--- config.mk ---
export PLATFORM = sky130hd
export DESIGN_NAME = cpjr_datapath
export DESIGN_NICKNAME = d
export VERILOG_FILES = /design/src/sv/cpjr_pkg.sv /design/src/sv/cpjr_datapath.sv
export SDC_FILE = /design/constraint.sdc
export NUM_CORES = 2
export LEC_CHECK = 0
export BUFFER_PORTS_ARGS = -buffer_cell sky130_fd_sc_hd__buf_4
export CAP_MARGIN = 5
export CORE_MARGIN = 1.5
export CORE_UTILIZATION = 50
export CTS_CLUSTER_SIZE = 30
export DETAILED_ROUTE_END_ITERATION = 8
export GPL_ROUTABILITY_DRIVEN = 0
export MAX_ROUTING_LAYER = met4
export PLACE_DENSITY = 0.72
export SYNTH_ARGS = -nofsm -noshare
export SYNTH_HDL_FRONTEND = slang
export SYNTH_SLANG_ARGS = --single-unit
--- constraint.sdc ---
create_clock -name clk -period 12 [get_ports clk]
set_input_delay 2.4 -clock clk [delete_from_list [all_inputs] [get_ports clk]]
set_output_delay 2.4 -clock clk [all_outputs]
set_load 0.02 [all_outputs]
--- src/sv/cpjr_pkg.sv ---
// ----------------------------------------------------------------------------
// cpjr_pkg
// Widths, reset values, command types and saturation helper of the regulator.
// ----------------------------------------------------------------------------
`default_nettype none

package cpjr_pkg;

  localparam int FRAC_BITS = 16;
  localparam int DATA_W    = 32;
  localparam int ERR_W     = DATA_W + 1;          // full-width differences
  localparam int GAIN_W    = DATA_W - 1;          // unsigned gains
  localparam int DT_W      = FRAC_BITS;           // time step, pure fraction
  localparam int FB_W      = 16;                  // drive feedback gain
  localparam int MODE_W    = 2;
  localparam int IDX_W     = 3;
  localparam int PROD_W    = ERR_W + GAIN_W;
  localparam int TERM_W    = PROD_W - FRAC_BITS;  // scaled product, signed
  localparam int ACC_W     = TERM_W + 2;          // room for a sum of three terms

  // Register indexes
  localparam logic [IDX_W-1:0] REG_PKP  = 3'd0;
  localparam logic [IDX_W-1:0] REG_PKI  = 3'd1;
  localparam logic [IDX_W-1:0] REG_SKP  = 3'd2;
  localparam logic [IDX_W-1:0] REG_SKI  = 3'd3;
  localparam logic [IDX_W-1:0] REG_FB   = 3'd4;
  localparam logic [IDX_W-1:0] REG_HOME = 3'd5;
  localparam logic [IDX_W-1:0] REG_MODE = 3'd6;

  // Register reset values
  localparam logic [GAIN_W-1:0] PKP_RESET  = GAIN_W'(1747627);
  localparam logic [GAIN_W-1:0] PKI_RESET  = GAIN_W'(2912711);
  localparam logic [GAIN_W-1:0] SKP_RESET  = GAIN_W'(29491200);
  localparam logic [GAIN_W-1:0] SKI_RESET  = GAIN_W'(655360000);
  localparam logic [FB_W-1:0]   FB_RESET   = FB_W'(66);
  localparam logic [DATA_W-1:0] HOME_RESET = '0;
  localparam logic [MODE_W-1:0] MODE_RESET = MODE_W'(3);

  // Speed goal after reset: 0.2
  localparam logic [DATA_W-1:0] SG_RESET = DATA_W'(((2 ** (FRAC_BITS + 1)) + 5) / 10);

  localparam logic signed [ACC_W-1:0] DATA_MAX =
    {{(ACC_W - DATA_W + 1){1'b0}}, {(DATA_W - 1){1'b1}}};
  localparam logic signed [ACC_W-1:0] DATA_MIN =
    {{(ACC_W - DATA_W + 1){1'b1}}, {(DATA_W - 1){1'b0}}};

  typedef enum logic [3:0] {
    ST_IDLE,
    ST_TP_MUL,
    ST_TP_WR,
    ST_PERR,
    ST_PES_MUL,
    ST_PES_WR,
    ST_G_PI,
    ST_G_FB,
    ST_G_SUM,
    ST_SERR,
    ST_SES_MUL,
    ST_SES_WR,
    ST_D_I,
    ST_D_SUM
  } cpjr_state_t;

  typedef enum logic [2:0] {
    A_VSET,
    A_ERR,
    A_PES,
    A_LD,
    A_SES
  } cpjr_asel_t;

  typedef enum logic [2:0] {
    B_DT,
    B_PKP,
    B_PKI,
    B_FB,
    B_SKP,
    B_SKI
  } cpjr_bsel_t;

  typedef enum logic [1:0] {
    ACC_HOLD,
    ACC_LOAD,
    ACC_ADD,
    ACC_SUB
  } cpjr_accop_t;

  typedef enum logic [1:0] {
    ERR_HOLD,
    ERR_POS,
    ERR_SPD
  } cpjr_errop_t;

  typedef struct packed {
    logic        take_in;
    logic        mul_en;
    cpjr_asel_t  a_sel;
    cpjr_bsel_t  b_sel;
    cpjr_errop_t err_op;
    cpjr_accop_t acc_op;
    logic        wr_tp;
    logic        wr_pes;
    logic        wr_sg;
    logic        wr_ses;
    logic        wr_drv;
  } cpjr_cmd_t;

  typedef struct packed {
    logic [MODE_W-1:0] mode;
  } cpjr_stat_t;

  typedef struct packed {
    logic signed [DATA_W-1:0] val;
    logic                     clip;
  } cpjr_clip_t;

  function automatic cpjr_clip_t clip_data(input logic signed [ACC_W-1:0] v);
    cpjr_clip_t r;
    if (v > DATA_MAX) begin
      r.val  = DATA_MAX[DATA_W-1:0];
      r.clip = 1'b1;
    end else if (v < DATA_MIN) begin
      r.val  = DATA_MIN[DATA_W-1:0];
      r.clip = 1'b1;
    end else begin
      r.val  = v[DATA_W-1:0];
      r.clip = 1'b0;
    end
    return r;
  endfunction

endpackage

`default_nettype wire

--- src/sv/cpjr_datapath.sv ---
// ----------------------------------------------------------------------------
// cpjr_datapath
// Gain registers, loop state, one shared multiplier and a sum register.
// ----------------------------------------------------------------------------
`default_nettype none

module cpjr_datapath
  import cpjr_pkg::*;
(
  input  wire logic                     clk,
  input  wire logic                     rst_n,
  input  wire logic                     cfg_we,
  input  wire logic [IDX_W-1:0]         cfg_index,
  input  wire logic [DATA_W-1:0]        cfg_wdata,
  input  wire logic signed [DATA_W-1:0] measured_position,
  input  wire logic signed [DATA_W-1:0] measured_speed,
  input  wire logic signed [DATA_W-1:0] velocity_setpoint,
  input  wire logic [DT_W-1:0]          time_step,
  input  wire cpjr_cmd_t                cmd,
  output cpjr_stat_t                    stat,
  output logic signed [DATA_W-1:0]      drive_force,
  output logic                          saturated
);

  logic [GAIN_W-1:0]        pkp_r, pki_r, skp_r, ski_r;
  logic [FB_W-1:0]          fb_r;
  logic [MODE_W-1:0]        mode_r;

  logic signed [DATA_W-1:0] tp_r, pes_r, sg_r, ses_r, ld_r;
  logic signed [DATA_W-1:0] pos_r, spd_r, vset_r;
  logic [DT_W-1:0]          dt_r;
  logic signed [ERR_W-1:0]  err_r, err_nxt;
  logic [PROD_W-1:0]        prod_r, prod_nxt;
  logic                     neg_r;
  logic signed [ACC_W-1:0]  acc_r, acc_nxt;
  logic                     sat_r, sat_nxt;
  logic signed [DATA_W-1:0] drv_out_r;
  logic                     sat_out_r;

  logic signed [ERR_W-1:0]  a_val;
  logic [ERR_W-1:0]         a_mag;
  logic [GAIN_W-1:0]        b_val;
  logic [PROD_W-1:0]        prod_shr;
  logic [TERM_W-1:0]        term_mag;
  logic signed [TERM_W-1:0] term;
  logic signed [ACC_W-1:0]  term_ext;
  cpjr_clip_t               tp_c, pes_c, sg_c, ses_c, drv_c;

  // Configuration; home position only matters at reset, where it is the
  // reset value, so a write to it has nothing to update
  always_ff @(posedge clk) begin
    if (!rst_n) begin
      pkp_r  <= PKP_RESET;
      pki_r  <= PKI_RESET;
      skp_r  <= SKP_RESET;
      ski_r  <= SKI_RESET;
      fb_r   <= FB_RESET;
      mode_r <= MODE_RESET;
    end else if (cfg_we) begin
      unique case (cfg_index)
        REG_PKP:  pkp_r  <= cfg_wdata[GAIN_W-1:0];
        REG_PKI:  pki_r  <= cfg_wdata[GAIN_W-1:0];
        REG_SKP:  skp_r  <= cfg_wdata[GAIN_W-1:0];
        REG_SKI:  ski_r  <= cfg_wdata[GAIN_W-1:0];
        REG_FB:   fb_r   <= cfg_wdata[FB_W-1:0];
        REG_MODE: mode_r <= cfg_wdata[MODE_W-1:0];
        REG_HOME: ;
        default:  ;
      endcase
    end
  end

  assign stat.mode = mode_r;

  // Multiplier operands: sign and magnitude
  always_comb begin
    unique case (cmd.a_sel)
      A_VSET:  a_val = {vset_r[DATA_W-1], vset_r};
      A_ERR:   a_val = err_r;
      A_PES:   a_val = {pes_r[DATA_W-1], pes_r};
      A_LD:    a_val = {ld_r[DATA_W-1], ld_r};
      A_SES:   a_val = {ses_r[DATA_W-1], ses_r};
      default: a_val = err_r;
    endcase
    unique case (cmd.b_sel)
      B_DT:    b_val = {{(GAIN_W - DT_W){1'b0}}, dt_r};
      B_PKP:   b_val = pkp_r;
      B_PKI:   b_val = pki_r;
      B_FB:    b_val = {{(GAIN_W - FB_W){1'b0}}, fb_r};
      B_SKP:   b_val = skp_r;
      B_SKI:   b_val = ski_r;
      default: b_val = {{(GAIN_W - DT_W){1'b0}}, dt_r};
    endcase
    a_mag    = a_val[ERR_W-1] ? (~a_val + 1'b1) : a_val;
    prod_nxt = PROD_W'(a_mag) * PROD_W'(b_val);
  end

  // Scaled product, truncated toward zero; magnitude stays below 2^(TERM_W-1)
  always_comb begin
    prod_shr = prod_r >> FRAC_BITS;
    term_mag = prod_shr[TERM_W-1:0];
    term     = neg_r ? -$signed(term_mag) : $signed(term_mag);
    term_ext = {{(ACC_W - TERM_W){term[TERM_W-1]}}, term};
  end

  always_comb begin
    unique case (cmd.acc_op)
      ACC_HOLD: acc_nxt = acc_r;
      ACC_LOAD: acc_nxt = term_ext;
      ACC_ADD:  acc_nxt = acc_r + term_ext;
      ACC_SUB:  acc_nxt = acc_r - term_ext;
      default:  acc_nxt = acc_r;
    endcase
    unique case (cmd.err_op)
      ERR_HOLD: err_nxt = err_r;
      ERR_POS:  err_nxt = ERR_W'(tp_r) - ERR_W'(pos_r);
      ERR_SPD:  err_nxt = ERR_W'(sg_r) - ERR_W'(spd_r);
      default:  err_nxt = err_r;
    endcase
    tp_c  = clip_data(ACC_W'(tp_r) + term_ext);
    pes_c = clip_data(ACC_W'(pes_r) + term_ext);
    ses_c = clip_data(ACC_W'(ses_r) + term_ext);
    sg_c  = clip_data(acc_nxt);
    drv_c = clip_data(acc_nxt);
    sat_nxt = sat_r
            | (cmd.wr_tp  & tp_c.clip)
            | (cmd.wr_pes & pes_c.clip)
            | (cmd.wr_sg  & sg_c.clip)
            | (cmd.wr_ses & ses_c.clip)
            | (cmd.wr_drv & drv_c.clip);
  end

  // Loop state
  always_ff @(posedge clk) begin
    if (!rst_n) begin
      tp_r  <= HOME_RESET;
      pes_r <= '0;
      sg_r  <= SG_RESET;
      ses_r <= '0;
      ld_r  <= '0;
      sat_r <= 1'b0;
    end else begin
      if (cmd.wr_tp)  tp_r  <= tp_c.val;
      if (cmd.wr_pes) pes_r <= pes_c.val;
      if (cmd.wr_sg)  sg_r  <= sg_c.val;
      if (cmd.wr_ses) ses_r <= ses_c.val;
      if (cmd.wr_drv) ld_r  <= drv_c.val;
      sat_r <= cmd.take_in ? 1'b0 : sat_nxt;
    end
  end

  // Item latch, work registers and result register
  always_ff @(posedge clk) begin
    if (cmd.take_in) begin
      pos_r  <= measured_position;
      spd_r  <= measured_speed;
      vset_r <= velocity_setpoint;
      dt_r   <= time_step;
    end
    if (cmd.mul_en) begin
      prod_r <= prod_nxt;
      neg_r  <= a_val[ERR_W-1];
    end
    err_r <= err_nxt;
    acc_r <= acc_nxt;
    if (cmd.wr_drv) begin
      drv_out_r <= drv_c.val;
      sat_out_r <= sat_nxt;
    end
  end

  assign drive_force = drv_out_r;
  assign saturated   = sat_out_r;

endmodule

`default_nettype wire

==> summary.md <==
| Metric | Value |
|---|---|
| Status | finished with violations |
| Failing checks | design-rule violations |
| Area Overhead vs Synth | 14.7% |
| Sequential Area | 13,900 sq um |
| Die width | 382 microns |
| Seq cells post-synth | 580 |
| Max_slew headroom | 4.82% |
| Final WS setup | 0.164 ns |
| Fin nets | 10,473 |
| Seq/Total Area, Yosys | 19.4% |
| Most frequent CP cell | fa_1 |
| Chip height | 382 microns |
| Initial Utilization | 50.5% |
| Setup Crit Path Kind | input port to flip-flop |
| Syn_nets | 10,007 |
| F_max | 0.0845 GHz |
| Final Skew | 0.0540 ns |
| Minimum clock period | 11.84 ns |
| Gate Count Post-Synth | 8,425 |
| Core box area | 142,000 sq um |
| Hold Buf Count CTS | 0 |
| CTS Buf Count | 59 |
| Critical path's slowest cell | fa_1 |
| Register-to-register setup slack | 1.52 ns |
| Synthesized area | 71,700 sq um |
| Max stage delay on crit path | 0.64 ns |
| Reg-to-Reg End | drive_force[15] |
| Synth unique cells | 103 |
| Initial antenna violation count | 11 |
| PortBufs | 200 |
| Worst-Margin Slew | 1.42 ns |
| Setup Viol. Count Final | 0 |
| Worst r2r src | prod_r[16] |
| H-tree levels | 2 |
| Mux cell area share after synthesis | 0.788% |
| Row cnt | 138 |
| Worst hold path type | flip-flop to flip-flop |
| Tcrit/Tclk final | 98.6% |
| Number of flops mapped to enable cells by yosys | 227 |
| Largest family of logic cells by synthesized area | adder cells |
| Syn Area/Cell | 8.51 sq um |
| Hold Path Sink | pki_r[0] |
| CP Capture Type | flip-flop |
| Routed length per instance | 22.9 microns |
| Overflow after GRT | 0 |
| Compound-gate portion of the synthesized area | 16.2% |
| Startpoint types | input port |
| Post-DRT Antenna Nets | 0 |
| DR DRC count | 5 |
| Via density | 6.07 |
| DR vias | 65,780 |
| Syn. warnings | 0 |
| Slew Viols, Final | 0 |
| Clock Pin Slew Worst Setup and Hold Paths | 0.06 ns |
| First-pass DRT Iterations | 9 |
| Vias in the first global route | 64,677 |
| Post-Synth Simple-Gate Area | 17.1% |
| Critical Path AT | 12.23 ns |
| Clock root buffer | clkbuf_16 |
| Iteration-0 DRC Markers | 7,545 |
| Req. time, crit path | 12.39 ns |
| Hold Fails Final Rpt | 0 |
| Dominant synthesized flop cell | dfxtp_1 |
| CTS Sinks | 580 |
| CTS tree | yes |
| Area of the multi-input gates | 53,000 sq um |
| Final WL | 249,000 microns |
| Ratio of cells with drive above 1 in the final layout | 13.1% |
| Clk_lat worst skew | 0.70 ns |
| Filler Cell Count | 12,229 |
| Min-Delay Path Depth | 2 |
| Post-Synth Adder-Cell Area | 34.1% |
| Max Cap Viol | 0 |
| CTS max path bufs | 3 |
| First-pass GRT wire length | 377,000 microns |
| Post-place setup slack | -0.855 ns |
| R2R cell count | 26 |
| Top-Level Pins | 202 |
| Most common cell after layout, fill and taps aside | nand2_1 |
| Async SR Flop Fraction | 0% |
| DP Wirelength | 200,000 microns |
| Die area | 146,000 sq um |
| GR Util All Layers | 34.5% |
| XOR/XNOR share of the synthesized area | 4.66% |
| Most frequent cells in the layout | 1,097 x nand2_1, 1,066 x inv_1, 896 x fa_1 |
| Largest net degree at the start of global routing | 143 |
| Worst hold start | pki_r[0] |
| Crit-path max FO | 24 |
## per-layer routing
| metal | up-vias | share of wire, % | track usage, % |
|---|---|---|---|
| met5 | - | 0 | - |
| met4 | 0 | 7.4 | 19.6 |
| met3 | 960 | 12 | 7.72 |
| met2 | 3969 | 43 | 51.4 |
| met1 | 31852 | 37 | 43.4 |
| li1 | 28999 | - | - |
## per-stage QoR
step,util [%],instance area [sq um],hold slack (ns),instances,TNS (ns)
global placement,56.1,79600,0.436,10712,-16.13
floorplan,-,71800,0.427,8425,-0.00942
global route,57.9,82200,0.480,10841,-0.0767
CTS,57.6,81800,0.466,10824,0
detailed placement,56.1,79600,0.453,10712,-20.20
finish,58.0,82300,0.465,10842,0
## how the worst max path moves through the flow
stage / start / to / slack, ns / cells past startpoint
6_report: cmd[14] / prod_r[56] / 0.16 / 40
5_1_grt: cmd[14] / prod_r[56] / -0.05 / 40
4_1_cts: cmd[13] / prod_r[63] / 0.03 / 39
3_5_place_dp: cmd[13] / prod_r[63] / -0.85 / 39
3_3_place_gp: cmd[13] / prod_r[56] / -0.77 / 43
2_1_floorplan: cmd[14] / prod_r[57] / -0.009 / 39
## area by class of cell
type / instances / area share [%]
Tap cell: 1890 / 2.88
Antenna cell: 10 / 0.0304
Multi-Input combinational cell: 6361 / 64.5
Sequential cell: 580 / 16.9
Timing Repair Buffer: 820 / 8.26
Clock inverter: 41 / 0.624
Inverter: 1069 / 4.88
Clock buffer: 71 / 1.99
## cell usage after synthesis (142+ instances only)
cell         n  area share, %
nand2_1   1100            5.8
inv_1     1066            5.6
fa_1       900             25
nor2_1     855            4.5
ha_1       515            9.0
a21oi_1    470            3.3
o21ai_0    377            2.6
clkbuf_1   374            2.0
dfxtp_1    353            9.9
xnor2_1    250            3.1
edfxtp_1   227            9.5
a21o_1     142            1.5
## worst max-delay path: cells and delay by family
family,cells,cell delay (ns)
adders and majority gates,9,4.49
AOI/OAI and AO/OA,10,1.94
buffers and inverters,12,1.60
and+or+nand+nor,8,1.55
xor gates and xnor gates,1,0.21
## sequential cells by signal, indices dropped and copies added, names as in the netlist
name	flops
spd_r	32
neg_r	1
ses_r	32
pos_r	32
dt_r	16
skp_r	31
pes_r	32
acc_r	50
err_r	33
ski_r	31
saturated	1
stat	2
sg_r	32
tp_r	32
prod_r	48
drive_force	32
pkp_r	31
fb_r	16
vset_r	32
pki_r	31
sat_r	1
ld_r	32
## logic make-up (layout without fill, tap and decap cells)
kind of cell,after synthesis,count (layout)
compound gates,1772,1772
buf+inv,1484,2001
xor+xnor,379,379
simple gates,2739,2739
mux,56,56
flops,580,580
other cells,0,10
fa+ha+maj,1415,1415
## what timing repair did
item,CTS,global route
gates cloned,0,1
pin swaps,2,37
buffers inserted,0,7
endpoints found under the setup margin,17,27
resized for setup,11,77
Power is not shown: default switching activity piles up to over one toggle a cycle in this logic, so the estimate is an artifact.
