`src/sv/cpjr_pkg.sv`:
```
// ----------------------------------------------------------------------------
// cpjr_pkg
// Widths, reset values, command types and saturation helper of the regulator.
// ----------------------------------------------------------------------------
`default_nettype none

package cpjr_pkg;

  localparam int FRAC_BITS = 16;
  localparam int DATA_W    = 32;
  localparam int ERR_W     = DATA_W + 1;          // full-width differences
  localparam int GAIN_W    = DATA_W - 1;          // unsigned gains
  localparam int DT_W      = FRAC_BITS;           // time step, pure fraction
  localparam int FB_W      = 16;                  // drive feedback gain
  localparam int MODE_W    = 2;
  localparam int IDX_W     = 3;
  localparam int PROD_W    = ERR_W + GAIN_W;
  localparam int TERM_W    = PROD_W - FRAC_BITS;  // scaled product, signed
  localparam int ACC_W     = TERM_W + 2;          // room for a sum of three terms

  // Register indexes
  localparam logic [IDX_W-1:0] REG_PKP  = 3'd0;
  localparam logic [IDX_W-1:0] REG_PKI  = 3'd1;
  localparam logic [IDX_W-1:0] REG_SKP  = 3'd2;
  localparam logic [IDX_W-1:0] REG_SKI  = 3'd3;
  localparam logic [IDX_W-1:0] REG_FB   = 3'd4;
  localparam logic [IDX_W-1:0] REG_HOME = 3'd5;
  localparam logic [IDX_W-1:0] REG_MODE = 3'd6;

  // Register reset values
  localparam logic [GAIN_W-1:0] PKP_RESET  = GAIN_W'(1747627);
  localparam logic [GAIN_W-1:0] PKI_RESET  = GAIN_W'(2912711);
  localparam logic [GAIN_W-1:0] SKP_RESET  = GAIN_W'(29491200);
  localparam logic [GAIN_W-1:0] SKI_RESET  = GAIN_W'(655360000);
  localparam logic [FB_W-1:0]   FB_RESET   = FB_W'(66);
  localparam logic [DATA_W-1:0] HOME_RESET = '0;
  localparam logic [MODE_W-1:0] MODE_RESET = MODE_W'(3);

  // Speed goal after reset: 0.2
  localparam logic [DATA_W-1:0] SG_RESET = DATA_W'(((2 ** (FRAC_BITS + 1)) + 5) / 10);

  localparam logic signed [ACC_W-1:0] DATA_MAX =
    {{(ACC_W - DATA_W + 1){1'b0}}, {(DATA_W - 1){1'b1}}};
  localparam logic signed [ACC_W-1:0] DATA_MIN =
    {{(ACC_W - DATA_W + 1){1'b1}}, {(DATA_W - 1){1'b0}}};

  typedef enum logic [3:0] {
    ST_IDLE,
    ST_TP_MUL,
    ST_TP_WR,
    ST_PERR,
    ST_PES_MUL,
    ST_PES_WR,
    ST_G_PI,
    ST_G_FB,
    ST_G_SUM,
    ST_SERR,
    ST_SES_MUL,
    ST_SES_WR,
    ST_D_I,
    ST_D_SUM
  } cpjr_state_t;

  typedef enum logic [2:0] {
    A_VSET,
    A_ERR,
    A_PES,
    A_LD,
    A_SES
  } cpjr_asel_t;

  typedef enum logic [2:0] {
    B_DT,
    B_PKP,
    B_PKI,
    B_FB,
    B_SKP,
    B_SKI
  } cpjr_bsel_t;

  typedef enum logic [1:0] {
    ACC_HOLD,
    ACC_LOAD,
    ACC_ADD,
    ACC_SUB
  } cpjr_accop_t;

  typedef enum logic [1:0] {
    ERR_HOLD,
    ERR_POS,
    ERR_SPD
  } cpjr_errop_t;

  typedef struct packed {
    logic        take_in;
    logic        mul_en;
    cpjr_asel_t  a_sel;
    cpjr_bsel_t  b_sel;
    cpjr_errop_t err_op;
    cpjr_accop_t acc_op;
    logic        wr_tp;
    logic        wr_pes;
    logic        wr_sg;
    logic        wr_ses;
    logic        wr_drv;
  } cpjr_cmd_t;

  typedef struct packed {
    logic [MODE_W-1:0] mode;
  } cpjr_stat_t;

  typedef struct packed {
    logic signed [DATA_W-1:0] val;
    logic                     clip;
  } cpjr_clip_t;

  function automatic cpjr_clip_t clip_data(input logic signed [ACC_W-1:0] v);
    cpjr_clip_t r;
    if (v > DATA_MAX) begin
      r.val  = DATA_MAX[DATA_W-1:0];
      r.clip = 1'b1;
    end else if (v < DATA_MIN) begin
      r.val  = DATA_MIN[DATA_W-1:0];
      r.clip = 1'b1;
    end else begin
      r.val  = v[DATA_W-1:0];
      r.clip = 1'b0;
    end
    return r;
  endfunction

endpackage

`default_nettype wire

```
`src/sv/cpjr_ctrl.sv`:
```
// ----------------------------------------------------------------------------
// cpjr_ctrl
// Tick sequencer: steps the shared multiplier through both loops.
// ----------------------------------------------------------------------------
`default_nettype none

module cpjr_ctrl
  import cpjr_pkg::*;
(
  input  wire logic       clk,
  input  wire logic       rst_n,
  input  wire logic       in_valid,
  output logic            in_ready,
  output logic            out_valid,
  input  wire logic       out_ready,
  input  wire cpjr_stat_t stat,
  output cpjr_cmd_t       cmd
);

  cpjr_state_t state_r, state_nxt;
  logic        out_valid_r, out_valid_nxt;
  logic        out_free;

  always_ff @(posedge clk) begin
    if (!rst_n) begin
      state_r     <= ST_IDLE;
      out_valid_r <= 1'b0;
    end else begin
      state_r     <= state_nxt;
      out_valid_r <= out_valid_nxt;
    end
  end

  assign out_free = !out_valid_r || out_ready;

  always_comb begin
    state_nxt     = state_r;
    cmd           = '0;
    cmd.a_sel     = A_ERR;
    cmd.b_sel     = B_DT;
    cmd.err_op    = ERR_HOLD;
    cmd.acc_op    = ACC_HOLD;
    in_ready      = 1'b0;
    out_valid_nxt = out_valid_r && !out_ready;

    unique case (state_r)
      ST_IDLE: begin
        in_ready    = 1'b1;
        cmd.take_in = in_valid;
        if (in_valid) begin
          priority if (stat.mode[0]) state_nxt = ST_TP_MUL;
          else if (stat.mode[1])     state_nxt = ST_PERR;
          else                       state_nxt = ST_SERR;
        end
      end
      ST_TP_MUL: begin
        cmd.mul_en = 1'b1;
        cmd.a_sel  = A_VSET;
        state_nxt  = ST_TP_WR;
      end
      ST_TP_WR: begin
        cmd.wr_tp = 1'b1;
        state_nxt = stat.mode[1] ? ST_PERR : ST_SERR;
      end
      ST_PERR: begin
        cmd.err_op = ERR_POS;
        state_nxt  = ST_PES_MUL;
      end
      ST_PES_MUL: begin
        cmd.mul_en = 1'b1;
        state_nxt  = ST_PES_WR;
      end
      ST_PES_WR: begin
        // write the sum and start the proportional product together
        cmd.wr_pes = 1'b1;
        cmd.mul_en = 1'b1;
        cmd.b_sel  = B_PKP;
        state_nxt  = ST_G_PI;
      end
      ST_G_PI: begin
        cmd.acc_op = ACC_LOAD;
        cmd.mul_en = 1'b1;
        cmd.a_sel  = A_PES;
        cmd.b_sel  = B_PKI;
        state_nxt  = ST_G_FB;
      end
      ST_G_FB: begin
        cmd.acc_op = ACC_ADD;
        cmd.mul_en = 1'b1;
        cmd.a_sel  = A_LD;
        cmd.b_sel  = B_FB;
        state_nxt  = ST_G_SUM;
      end
      ST_G_SUM: begin
        cmd.acc_op = ACC_SUB;
        cmd.wr_sg  = 1'b1;
        state_nxt  = ST_SERR;
      end
      ST_SERR: begin
        cmd.err_op = ERR_SPD;
        state_nxt  = ST_SES_MUL;
      end
      ST_SES_MUL: begin
        cmd.mul_en = 1'b1;
        state_nxt  = ST_SES_WR;
      end
      ST_SES_WR: begin
        cmd.wr_ses = 1'b1;
        cmd.mul_en = 1'b1;
        cmd.b_sel  = B_SKP;
        state_nxt  = ST_D_I;
      end
      ST_D_I: begin
        cmd.acc_op = ACC_LOAD;
        cmd.mul_en = 1'b1;
        cmd.a_sel  = A_SES;
        cmd.b_sel  = B_SKI;
        state_nxt  = ST_D_SUM;
      end
      ST_D_SUM: begin
        // hold the last product until the result register is free
        if (out_free) begin
          cmd.acc_op    = ACC_ADD;
          cmd.wr_drv    = 1'b1;
          out_valid_nxt = 1'b1;
          state_nxt     = ST_IDLE;
        end
      end
      default: state_nxt = ST_IDLE;
    endcase
  end

  assign out_valid = out_valid_r;

endmodule

`default_nettype wire

```
`config.mk`:
```
export PLATFORM = sky130hd
export DESIGN_NAME = cpjr_ctrl
export DESIGN_NICKNAME = d
export VERILOG_FILES = /design/src/sv/cpjr_pkg.sv /design/src/sv/cpjr_ctrl.sv
export SDC_FILE = /design/constraint.sdc
export NUM_CORES = 1
export LEC_CHECK = 0
export BUFFER_PORTS_ARGS = -buffer_cell sky130_fd_sc_hd__buf_2
export CELL_PAD_IN_SITES_DETAIL_PLACEMENT = 1
export CELL_PAD_IN_SITES_GLOBAL_PLACEMENT = 2
export CORE_ASPECT_RATIO = 1.5
export CORE_UTILIZATION = 21
export CTS_CLUSTER_SIZE = 40
export DETAILED_ROUTE_END_ITERATION = 8
export GPL_ROUTABILITY_DRIVEN = 1
export GPL_TIMING_DRIVEN = 0
export PLACE_DENSITY_LB_ADDON = 0.1
export SYNTH_ARGS = -nofsm -noshare
export SYNTH_HDL_FRONTEND = slang
export SYNTH_SLANG_ARGS = --single-unit
```
`constraint.sdc`:
```
create_clock -name clk -period 1.4 [get_ports clk]
set_input_delay 0.07 -clock clk [delete_from_list [all_inputs] [get_ports clk]]
set_output_delay 0.07 -clock clk [all_outputs]
set_load 0.1 [all_outputs]
```
==> results of run 1 <==
==> area by class of cell <==
cell class | count | share of cell area [%]
Buffer | 7 | 7.168
Clock buffer | 4 | 1.882
Inverter | 5 | 2.151
Multi-Input combinational cell | 61 | 39.87
Sequential cell | 5 | 7.796
Tap cell | 23 | 2.061
Timing Repair Buffer | 43 | 39.07
==> power groups by stage <==
| stage | sequential (mW) | clock, mW | combinational [mW] |
|---|---|---|---|
| CTS | 0.172 | 0.176 | 1.14 |
| finish | 0.173 | 0.181 | 1.25 |
| global route | 0.174 | 0.206 | 1.31 |
| floorplan | 0.169 | 0 | 0.727 |
| global placement | 0.171 | 0 | 0.840 |
| detailed placement | 0.171 | 0 | 0.844 |
==> critical path: cells and delay by family (launching register included) <==
kind | cells | cell delay [ns]
simple gates | 1 | 0.22
flops | 1 | 0.31
buf+inv | 4 | 0.60
==> sequential cells by signal, summed over array words and instances, names as in the netlist <==
signal / flops
out_valid: 1
state_r: 4
==> synth_stat cells (2+ instances only) <==
| master | instances |
|---|---|
| sky130_fd_sc_hd__buf_2 | 5 |
| sky130_fd_sc_hd__o21ai_0 | 2 |
| sky130_fd_sc_hd__and2_1 | 2 |
| sky130_fd_sc_hd__nand2b_1 | 2 |
| sky130_fd_sc_hd__nor2b_1 | 2 |
| sky130_fd_sc_hd__nor2_1 | 9 |
| sky130_fd_sc_hd__a31oi_1 | 2 |
| sky130_fd_sc_hd__dfxtp_1 | 5 |
| sky130_fd_sc_hd__nor3_1 | 3 |
| sky130_fd_sc_hd__nand3_1 | 2 |
| sky130_fd_sc_hd__a21oi_1 | 6 |
| sky130_fd_sc_hd__nand2_1 | 13 |
| sky130_fd_sc_hd__mux2i_1 | 2 |
| sky130_fd_sc_hd__and3_1 | 2 |
| sky130_fd_sc_hd__nor3_2 | 2 |
| sky130_fd_sc_hd__inv_1 | 4 |
| sky130_fd_sc_hd__o22ai_1 | 3 |
==> per-stage QoR <==
step / setup slack (ns) / instances / util, % / setup TNS, ns
floorplan: -0.4506 / 78 / - / -1.283
global placement: -0.2486 / 125 / 36.66 / -0.7711
detailed placement: -0.2712 / 125 / 36.66 / -0.8721
CTS: -0.06241 / 140 / 54.21 / -0.2944
global route: -0.1395 / 148 / 61.79 / -1.352
finish: -0.06952 / 148 / 61.79 / -0.4544
==> logic make-up (layout without fill, tap and decap cells) <==
logic type	count (synthesis)	in the layout	synth area share (%)
AOI/OAI and AO/OA	17	17	22.41
buffers and inverters	12	59	12.31
DFF	5	5	19.71
muxes	2	2	3.941
and+or+nand+nor	42	42	41.63
==> layout by cell type (no fill, tap or decap), types with 3 or more instances in the layout <==
cell / count
sky130_fd_sc_hd__a21oi_1: 4
sky130_fd_sc_hd__clkbuf_4: 3
sky130_fd_sc_hd__nor2_4: 6
sky130_fd_sc_hd__buf_12: 18
sky130_fd_sc_hd__nor3_4: 4
sky130_fd_sc_hd__buf_6: 12
sky130_fd_sc_hd__buf_2: 6
sky130_fd_sc_hd__dfxtp_2: 4
sky130_fd_sc_hd__o22ai_1: 3
sky130_fd_sc_hd__nand2_1: 6
sky130_fd_sc_hd__nand2_2: 4
sky130_fd_sc_hd__buf_4: 12
==> worst paths after layout <==
path / from / cells past startpoint / endpoint
hold reg to reg: state_r[3]$_SDFFE_PN0P_ / 3 / state_r[3]$_SDFFE_PN0P_
setup / recovery: state_r[0]$_SDFFE_PN0P_ / 5 / in_ready
setup reg to reg: state_r[2]$_SDFFE_PN0P_ / 6 / state_r[0]$_SDFFE_PN0P_
hold / removal: rst_n / 3 / state_r[2]$_SDFFE_PN0P_
==> routing by layer <==
| layer | track usage (%) | vias to the layer above | share of wire, % |
|---|---|---|---|
| met3 | 5.233 | 4 | 2.4 |
| li1 | - | 364 | - |
| met2 | 32.81 | 20 | 57 |
| met4 | 8.203 | 0 | 2.0 |
| met1 | 19.07 | 348 | 39 |
| met5 | 0 | - | 0 |
==> timing repair <==
| item | CTS | global route |
|---|---|---|
| pin swaps | 4 | 10 |
| cloned | 1 | 0 |
| buffers inserted | 10 | 8 |
| setup endpoints to repair | 18 | 18 |
| gates resized for setup | 79 | 22 |
==> impl_summary.log, run 1 <==
[metrics] Post-DP HPWL: 1421 um
[metrics] post-layout total power: ~1.6 mW
[metrics] Mapped Nets: between 80 and 90
[metrics] largest cells by area after synthesis: sky130_fd_sc_hd__dfxtp_1 20%, sky130_fd_sc_hd__nand2_1 9.6%, sky130_fd_sc_hd__nor2_1 6.7%
[metrics] total of endpoints with negative setup slack in the final report: 12
[metrics] slowest CP cell: sky130_fd_sc_hd__dfxtp_2
[metrics] Syn. warnings: 0
[metrics] footprint of the multi-input gates: 556.8 um^2
[metrics] highest achievable clock rate: roughly 700 MHz
[metrics] number of placed I/O pins: 25
[metrics] number of CTS-inserted buffers: 3
[metrics] initial antenna violation count: 0
[metrics] Clock Skews: between 0.0007 and 0.0008 ns
[metrics] placeable core region: 0.002260 mm^2
[metrics] Max VDD drop: 0.5730 mV
[metrics] average cell area after synthesis: 6.513 um^2
[metrics] post-synthesis sequential area ratio: 19.70%
[metrics] FF+latch area: 108.9 um^2
[metrics] Pint: around 770 uW
[metrics] cell type with the highest aggregate area in the netlist: sky130_fd_sc_hd__dfxtp_1
[metrics] gate count of the mapped netlist: a little under 80
[metrics] most repeated library cell on the critical path: sky130_fd_sc_hd__buf_12
[metrics] critical path fanouts, max: 8
[metrics] wire length of the first global-routing pass: 3539 um
[metrics] Die Y-Extent: ~62 um
[metrics] power density of the placed cells: 1152 mW/mm^2
[metrics] transition at the pin with the smallest max-transition slack: 0.4838 ns
[metrics] total leakage power: 0.5889 nW
[metrics] number of distinct library cells after synthesis: 29
[metrics] worst min-delay path category: primary input to register
[metrics] Data arrival, critical path: ~1.4 ns
[metrics] ANT nets after route: 0
[metrics] violations in the final reports: negative setup slack
[metrics] Die W: 42.16 um
[metrics] iteration-0 DRC count of the detailed router: 14
[metrics] CTS H-tree lvls: 1
[metrics] RSZ-0062 raised after global routing: true
[metrics] Final Routed Wirelength: 2466 um
[metrics] overall routing resource usage: 18.28%
[metrics] Post-Syn Area: 508.0 um^2
[metrics] R2R Setup Slk: 0.06 ns
[metrics] clk root buf: sky130_fd_sc_hd__clkbuf_4
[metrics] total via count in the routed design: 736
[metrics] fin crit period: 1.470 ns
[metrics] Clk Latency, worst-skew pair: 0.26 ns
[metrics] GPL Wtd Cong: 0.7550
[metrics] maximum number of pins on one net before global-route repair: 11
[metrics] DR WL/cell: 16.66 um
[metrics] total number of nets in the final design: 132
[metrics] Clock Path Buffers: 2
[metrics] share of the synthesized area in the top cell type: 19.70%
[metrics] Crit path required time: 1.33 ns
[metrics] post-route design area: roughly 0.0014 mm^2
[metrics] crit end category: output port
[metrics] ys flop type: sky130_fd_sc_hd__dfxtp_1
[metrics] share of async-settable or async-resettable flops after synthesis: 0%
[metrics] Post-CTS Hold Buffers: 0
[metrics] critical path's largest stage delay: slightly above 0.3 ns
[metrics] # fillers: about 240
[metrics] sequence of cells on the critical path: buf_8 > buf_12 > buf_6 > nor3_4 > buf_12
[metrics] starting density of the core: 22.48%
[metrics] vias in the first global route: around 740
[metrics] share of final-layout standard cells stronger than drive strength 1: 74.40%
[metrics] Clk pwr share: 11.3%
[metrics] number of synthesized register bits: 5
[metrics] period utilisation layout: 105.0%
[metrics] sequential group share of total power: 10.8%
[metrics] Site Rows: 21
[metrics] overall overflow remaining after global route: 0
[metrics] launching element type of the critical path: register
[metrics] number of remaining DRC errors: 0
[metrics] number of enable flip-flop cells after synthesis: 0
[metrics] vias per inst: 4.973
[metrics] setup ws final: -0.06952 ns
[metrics] final hold slack: slightly above 0.1 ns
[metrics] Area Overhead vs Synth: 174.9%
[metrics] total net switching power: 839.2 uW
[metrics] Setup CP Type: register to output port
[metrics] relative max-transition margin: 67.97%
[metrics] result of the run: finished, violations left
[metrics] Sw Share: 52.18%
[metrics] fraction of power consumed by combinational cells: 78.0%
[metrics] Ant. Diodes: 0
[metrics] Die ar.: 0.002624 mm^2
[metrics] # clock sinks: 5
[metrics] number of port buffers: 24
[metrics] Clk pin slew, worst setup/hold paths: 0.04 ns
[metrics] count of maximum capacitance violations: 0
[metrics] Final Max Slew Viols: 0
[metrics] clock tree from TritonCTS: built
[metrics] number of search-and-repair iterations in the first detailed-routing pass: 4
[metrics] final hold viol count: 0
[metrics] post-place instance area: about 830 um^2
Note: power is estimated with default switching activity, not from simulation.
==> run 2, diff against run 1 <==
Settings changed: RECOVER_POWER set to 100.
==> impl_summary.log, run 2 (synthesized netlist as in run 1, its figures left out) <==
[metrics] result of the run: finished, violations left (unchanged)
[metrics] violations in the final reports: negative setup slack (unchanged)
[metrics] number of port buffers: 24 (unchanged)
[metrics] wire length of the first global-routing pass: 3539 um (unchanged)
[metrics] Area Overhead vs Synth: 174.9% (unchanged)
[metrics] number of CTS-inserted buffers: 3 (unchanged)
[metrics] placeable core region: 0.002260 mm^2 (unchanged)
[metrics] starting density of the core: 22.48% (unchanged)
[metrics] Data arrival, critical path: 1.40 ns (about the same)
[metrics] worst hold path depth: 3 (unchanged)
[metrics] R2R Setup Slk: 0.06 ns (about the same)
[metrics] final hold slack: 0.1020 ns (unchanged)
[metrics] Setup CP Type: register to output port (unchanged)
[metrics] clock tree from TritonCTS: built (unchanged)
[metrics] overall routing resource usage: 18.28% (unchanged)
[metrics] Crit path required time: 1.33 ns (about the same)
[metrics] Post-CTS Hold Buffers: 0 (unchanged)
[metrics] Worst Min Path Start: rst_n (unchanged)
[metrics] total leakage power: 0.5879 nW (was 0.5889 nW)
[metrics] Final Max Slew Viols: 0 (unchanged)
[metrics] largest reg by FF count: state_r (unchanged)
[metrics] ANT nets after route: 0 (unchanged)
[metrics] relative max-transition margin: 64.28% (was 67.97%)
[metrics] count of maximum capacitance violations: 0 (unchanged)
[metrics] post-route design area: 0.001396 mm^2 (unchanged)
[metrics] number of search-and-repair iterations in the first detailed-routing pass: 4 (unchanged)
[metrics] Max VDD drop: 0.5730 mV (unchanged)
[metrics] GPL Wtd Cong: 0.7550 (unchanged)
[metrics] Die ar.: 0.002624 mm^2 (unchanged)
[metrics] vias per inst: 4.973 (unchanged)
[metrics] number of placed I/O pins: 25 (unchanged)
[metrics] post-place instance area: 828.3 um^2 (unchanged)
[metrics] Clock Path Buffers: 2 (unchanged)
[metrics] final hold viol count: 0 (unchanged)
[metrics] FF+latch area: 108.9 um^2 (unchanged)
[metrics] setup ws final: -0.06952 ns (unchanged)
[metrics] Post-DP HPWL: 1421 um (unchanged)
[metrics] Max Used Layer: met4 (unchanged)
[metrics] Final Routed Wirelength: 2465 um (was 2466 um)
[metrics] total number of nets in the final design: 132 (unchanged)
[metrics] DR WL met2: 1405 um (was 1404 um)
[metrics] DR WL/cell: 16.66 um (about the same)
[metrics] FF-to-FF End: state_r[0]$_SDFFE_PN0P_ (unchanged)
[metrics] period utilisation layout: 105.0% (unchanged)
[metrics] # fillers: 235 (unchanged)
[metrics] Clk pin slew, worst setup/hold paths: 0.04 ns (about the same)
[metrics] maximum number of pins on one net before global-route repair: 11 (unchanged)
[metrics] total via count in the routed design: 736 (unchanged)
[metrics] source of the worst register-to-register timing path: state_r[2]$_SDFFE_PN0P_ (unchanged)
[metrics] fin crit period: 1.470 ns (unchanged)
[metrics] initial antenna violation count: 0 (unchanged)
[metrics] share of final-layout standard cells stronger than drive strength 1: 74.40% (unchanged)
[metrics] footprint of the multi-input gates: 556.8 um^2 (unchanged)
[metrics] power density of the placed cells: 1152 mW/mm^2 (unchanged)
[metrics] RSZ-0062 raised after global routing: true (unchanged)
[metrics] # clock sinks: 5 (unchanged)
[metrics] CTS H-tree lvls: 1 (unchanged)
[metrics] Ant. Diodes: 0 (unchanged)
[metrics] iteration-0 DRC count of the detailed router: 14 (unchanged)
[metrics] number of remaining DRC errors: 0 (unchanged)
[metrics] flip-flop count of the largest register, all copies and words added: 4 (unchanged)
[metrics] most common cell after layout, fill and taps aside: sky130_fd_sc_hd__buf_12 (unchanged)
[metrics] Die Y-Extent: 62.24 um (unchanged)
[metrics] critical path fanouts, max: 8 (unchanged)
[metrics] vias in the first global route: 742 (unchanged)
[metrics] Clk Latency, worst-skew pair: 0.26 ns (about the same)
[metrics] transition at the pin with the smallest max-transition slack: 0.5381 ns (was 0.4838 ns)
[metrics] Die W: 42.16 um (unchanged)
[metrics] total of endpoints with negative setup slack in the final report: 12 (unchanged)
[metrics] launching element type of the critical path: register (unchanged)
[metrics] crit end category: output port (unchanged)
[metrics] met1 wire length: 952 um (unchanged)
[metrics] most frequent cells in the layout: 18 x sky130_fd_sc_hd__buf_12, 12 x sky130_fd_sc_hd__buf_6, 12 x sky130_fd_sc_hd__buf_4 (unchanged)
[metrics] cells on worst reg2reg path: 6 (unchanged)
[metrics] Site Rows: 21 (unchanged)
[metrics] met3 wire length: 58 um (was 59 um)
[metrics] worst min-delay path category: primary input to register (unchanged)
[metrics] overall overflow remaining after global route: 0 (unchanged)
[metrics] clk root buf: sky130_fd_sc_hd__clkbuf_4 (unchanged)
[metrics] post-layout total power: 1.608 mW (unchanged)
[metrics] Clock Skews: 0.0007027 ns (unchanged)
[metrics] highest achievable clock rate: 680.5 MHz (unchanged)
[metrics] hold path endpoint: state_r[2]$_SDFFE_PN0P_ (unchanged)
-- run 2: changes by cell type in the layout (fill, tap and decap cells not counted), sizes merged --
cell,before,now
clkbuf,4,5
buf,50,49
-- run 2: per-layer routing --
metal,GRT usage (%),vias up
li1,-,364
met1,19.07,348
met2,32.81,20
met3,5.233,4
met4,8.203,0
met5,0,-
-- run 2: final cells by class --
cell class,instances,area share (%)
buffer,7,7.168
clock buffer,4,1.882
inverter,5,2.151
multi-input combinational,61,39.87
sequential,5,7.796
tap,23,2.061
timing repair buffer,43,39.07
-- run 2: through the flow --
step           worst slack (ns)  cells  setup TNS (ns)  utilization (%)
6_report               -0.06952    148         -0.4544            61.79
5_1_grt                 -0.1395    148          -1.352            61.79
4_1_cts                -0.06241    140         -0.2944            54.21
3_5_place_dp            -0.2712    125         -0.8721            36.66
3_3_place_gp            -0.2486    125         -0.7711            36.66
2_1_floorplan           -0.4506     78          -1.283                -
-- run 2: timing repair --
item	CTS	global route
gates cloned	1	0
gates resized for setup	79	22
pin swaps	4	10
buffers inserted	10	8
endpoints found under the setup margin	18	18
hold endpoints to repair	0	0
-- run 2: worst max-delay path by stage --
| stage | from | endpoint | cells after the start |
|---|---|---|---|
| 3_3_place_gp | state_r[0]$_SDFFE_PN0P_ | cmd[11] | 7 |
| 5_1_grt | state_r[1]$_SDFFE_PN0P_ | cmd[11] | 7 |
| 2_1_floorplan | state_r[1]$_SDFFE_PN0P_ | cmd[6] | 4 |
| 4_1_cts | state_r[2]$_SDFFE_PN0P_ | in_ready | 4 |
| 6_report | state_r[0]$_SDFFE_PN0P_ | in_ready | 5 |
| 3_5_place_dp | state_r[0]$_SDFFE_PN0P_ | cmd[11] | 7 |
-- run 2: power by group --
group	total [mW]	internal, mW	switching [mW]	leakage (nW)
Combinational	1.25	0.500	0.754	0.530
Clock	0.181	0.109	0.0727	0.0150
Sequential	0.173	0.160	0.0129	0.0433
-- run 2: worst max-delay path: stages, from the launching register on --
cell and delay (ns):
sky130_fd_sc_hd__dfxtp_2 0.31, sky130_fd_sc_hd__buf_8 0.14, sky130_fd_sc_hd__buf_12 0.14, sky130_fd_sc_hd__buf_6 0.12
sky130_fd_sc_hd__nor3_4 0.22, sky130_fd_sc_hd__buf_12 0.20
==> run 3, diff against run 2 <==
Settings changed: CORE_UTILIZATION 21 to 23, CTS_BUF_LIST set to sky130_fd_sc_hd__clkbuf_4 sky130_fd_sc_hd__clkbuf_8.
==> impl_summary.log, run 3 (synthesized netlist as in run 1, its figures left out) <==
[metrics] RSZ-0062 raised after global routing: true (unchanged)
[metrics] # clock sinks: 5 (unchanged)
[metrics] setup ws final: -0.08707 ns (was -0.06952 ns)
[metrics] final hold slack: 0.1263 ns (was 0.1020 ns)
[metrics] overall routing resource usage: 27.59% (was 18.28%)
[metrics] source of the worst register-to-register timing path: state_r[2]$_SDFFE_PN0P_ (unchanged)
[metrics] number of CTS-inserted buffers: 3 (unchanged)
[metrics] placeable core region: 0.002052 mm^2 (was 0.002260 mm^2)
[metrics] DR WL/cell: 23.01 um (was 16.66 um)
[metrics] vias per inst: 5.593 (was 4.973)
[metrics] initial antenna violation count: 0 (unchanged)
[metrics] crit path from: state_r[1]$_SDFFE_PN0P_ (was state_r[0]$_SDFFE_PN0P_)
[metrics] flip-flop count of the largest register, all copies and words added: 4 (unchanged)
[metrics] wire length of the first global-routing pass: 4312 um (was 3539 um)
[metrics] ANT nets after route: 0 (unchanged)
[metrics] count of maximum capacitance violations: 0 (unchanged)
[metrics] worst min-delay path category: primary input to register (unchanged)
[metrics] Clock Path Buffers: 2 (unchanged)
[metrics] Worst Min Path Start: rst_n (unchanged)
[metrics] final hold viol count: 0 (unchanged)
[metrics] Die Y-Extent: 59.56 um (was 62.24 um)
[metrics] Clk Latency, worst-skew pair: 0.25 ns (was 0.26 ns)
[metrics] number of search-and-repair iterations in the first detailed-routing pass: 4 (unchanged)
[metrics] total via count in the routed design: 811 (was 736)
[metrics] dpl ws: -0.2333 ns (was -0.2712 ns)
[metrics] maximum number of pins on one net before global-route repair: 11 (unchanged)
[metrics] launching element type of the critical path: register (unchanged)
[metrics] Setup CP Type: register to output port (unchanged)
[metrics] Clock Skews: 0.001042 ns (was 0.0007027 ns)
[metrics] largest reg by FF count: state_r (unchanged)
[metrics] # fillers: 214 (was 235)
[metrics] crit end category: output port (unchanged)
[metrics] Site Rows: 20 (was 21)
[metrics] period utilisation layout: 106.2% (was 105.0%)
[metrics] Post-DP HPWL: 1371 um (was 1421 um)
[metrics] Ant. Diodes: 0 (unchanged)
[metrics] footprint of the multi-input gates: 573.1 um^2 (was 556.8 um^2)
[metrics] clock tree from TritonCTS: built (unchanged)
[metrics] relative max-transition margin: 68.07% (was 64.28%)
[metrics] Layout Cells excl Fill: 145 (was 148)
[metrics] Final Max Slew Viols: 0 (unchanged)
[metrics] total leakage power: 0.5910 nW (was 0.5879 nW)
[metrics] power density of the placed cells: 1205 mW/mm^2 (was 1152 mW/mm^2)
[metrics] Post-CTS Hold Buffers: 0 (unchanged)
[metrics] FF+latch area: 108.9 um^2 (unchanged)
[metrics] Setup TNS: -0.5084 ns (was -0.4544 ns)
[metrics] most common cell after layout, fill and taps aside: sky130_fd_sc_hd__buf_12 (unchanged)
[metrics] most frequent cells in the layout: 16 x sky130_fd_sc_hd__buf_12, 13 x sky130_fd_sc_hd__buf_4, 7 x sky130_fd_sc_hd__buf_2 (was 18 x sky130_fd_sc_hd__buf_12, 12 x sky130_fd_sc_hd__buf_6, 12 x sky130_fd_sc_hd__buf_4)
[metrics] violations in the final reports: negative setup slack (unchanged)
[metrics] number of remaining DRC errors: 0 (unchanged)
[metrics] clk root buf: sky130_fd_sc_hd__clkbuf_4 (unchanged)
[metrics] Clk pin slew, worst setup/hold paths: 0.05 ns (was 0.04 ns)
[metrics] highest achievable clock rate: 672.5 MHz (was 680.5 MHz)
[metrics] placed cell count: 124 (was 125)
[metrics] vias in the first global route: 816 (was 742)
[metrics] transition at the pin with the smallest max-transition slack: 0.4823 ns (was 0.5381 ns)
[metrics] GPL Wtd Cong: 0.8170 (was 0.7550)
[metrics] overall overflow remaining after global route: 0 (unchanged)
[metrics] Final Routed Wirelength: 3337 um (was 2465 um)
[metrics] critical path fanouts, max: 8 (unchanged)
[metrics] Max VDD drop: 0.6055 mV (was 0.5730 mV)
[metrics] Area Overhead vs Synth: 172.2% (was 174.9%)
[metrics] result of the run: finished, violations left (unchanged)
[metrics] total number of nets in the final design: 130 (was 132)
[metrics] number of placed I/O pins: 25 (unchanged)
[metrics] Die ar.: 0.002404 mm^2 (was 0.002624 mm^2)
[metrics] post-layout total power: 1.666 mW (was 1.608 mW)
[metrics] total of endpoints with negative setup slack in the final report: 11 (was 12)
[metrics] Die W: 40.37 um (was 42.16 um)
[metrics] iteration-0 DRC count of the detailed router: 47 (was 14)
[metrics] CTS H-tree lvls: 1 (unchanged)
[metrics] number of port buffers: 24 (unchanged)
[metrics] starting density of the core: 24.76% (was 22.48%)
[metrics] share of final-layout standard cells stronger than drive strength 1: 76.42% (was 74.40%)
[metrics] Data arrival, critical path: 1.42 ns (was 1.40 ns)
[metrics] Crit path required time: 1.33 ns (about the same)
[metrics] fin crit period: 1.487 ns (was 1.470 ns)
-- run 3: power by group --
part,switching (mW),internal (mW),total (mW)
Combinational,0.805,0.486,1.29
Sequential,0.0167,0.160,0.177
Clock,0.0708,0.128,0.199
Total,0.892,0.774,1.67
-- run 3: cell type report --
cell class / count / area share (%)
Timing Repair Buffer: 41 / 36.38
Clock buffer: 4 / 2.172
Buffer: 7 / 7.783
Inverter: 5 / 2.353
Multi-Input combinational cell: 61 / 41.45
Tap cell: 22 / 1.991
Sequential cell: 5 / 7.873
-- run 3: through the flow --
step | utilization [%] | area, um^2
finish | 67.38 | 1383
global route | 67.38 | 1383
CTS | 60.85 | 1249
detailed placement | 40.30 | 827.0
global placement | 40.30 | 827.0
floorplan | - | 679.4
-- run 3: final timing paths --
check,cells past startpoint,slack [ns],endpoint
worst max-delay path,5,-0.09,cmd[6]
worst min-delay path,3,0.13,state_r[2]$_SDFFE_PN0P_
worst max register to register,6,0,state_r[1]$_SDFFE_PN0P_
worst min register to register,3,0.72,out_valid$_SDFF_PN0_
-- run 3: metal layers --
layer / global-route usage [%] / vias to the layer above / wire, um / part of all wire [%]
li1: - / 359 / - / -
met4: 9.048 / 0 / 182 / 5.5
met1: 30.11 / 407 / 1164 / 35
met5: 0 / - / 0 / 0
met3: 6.015 / 13 / 101 / 3.0
met2: 49.21 / 32 / 1888 / 57
-- run 3: worst max-delay path, stage by stage (launching register included) --
cell                      delay [ns]
sky130_fd_sc_hd__dfxtp_2        0.33
sky130_fd_sc_hd__buf_8          0.14
sky130_fd_sc_hd__buf_12         0.15
sky130_fd_sc_hd__nor3_4         0.24
sky130_fd_sc_hd__a31o_4         0.14
sky130_fd_sc_hd__buf_12         0.16
-- run 3: timing repair --
| item | CTS | global route |
|---|---|---|
| gates resized for setup | 85 | 26 |
| endpoints found under the setup margin | 18 | 18 |
| buffers inserted | 12 | 4 |
| gates cloned | 1 | 0 |
| pin swaps | 3 | 8 |
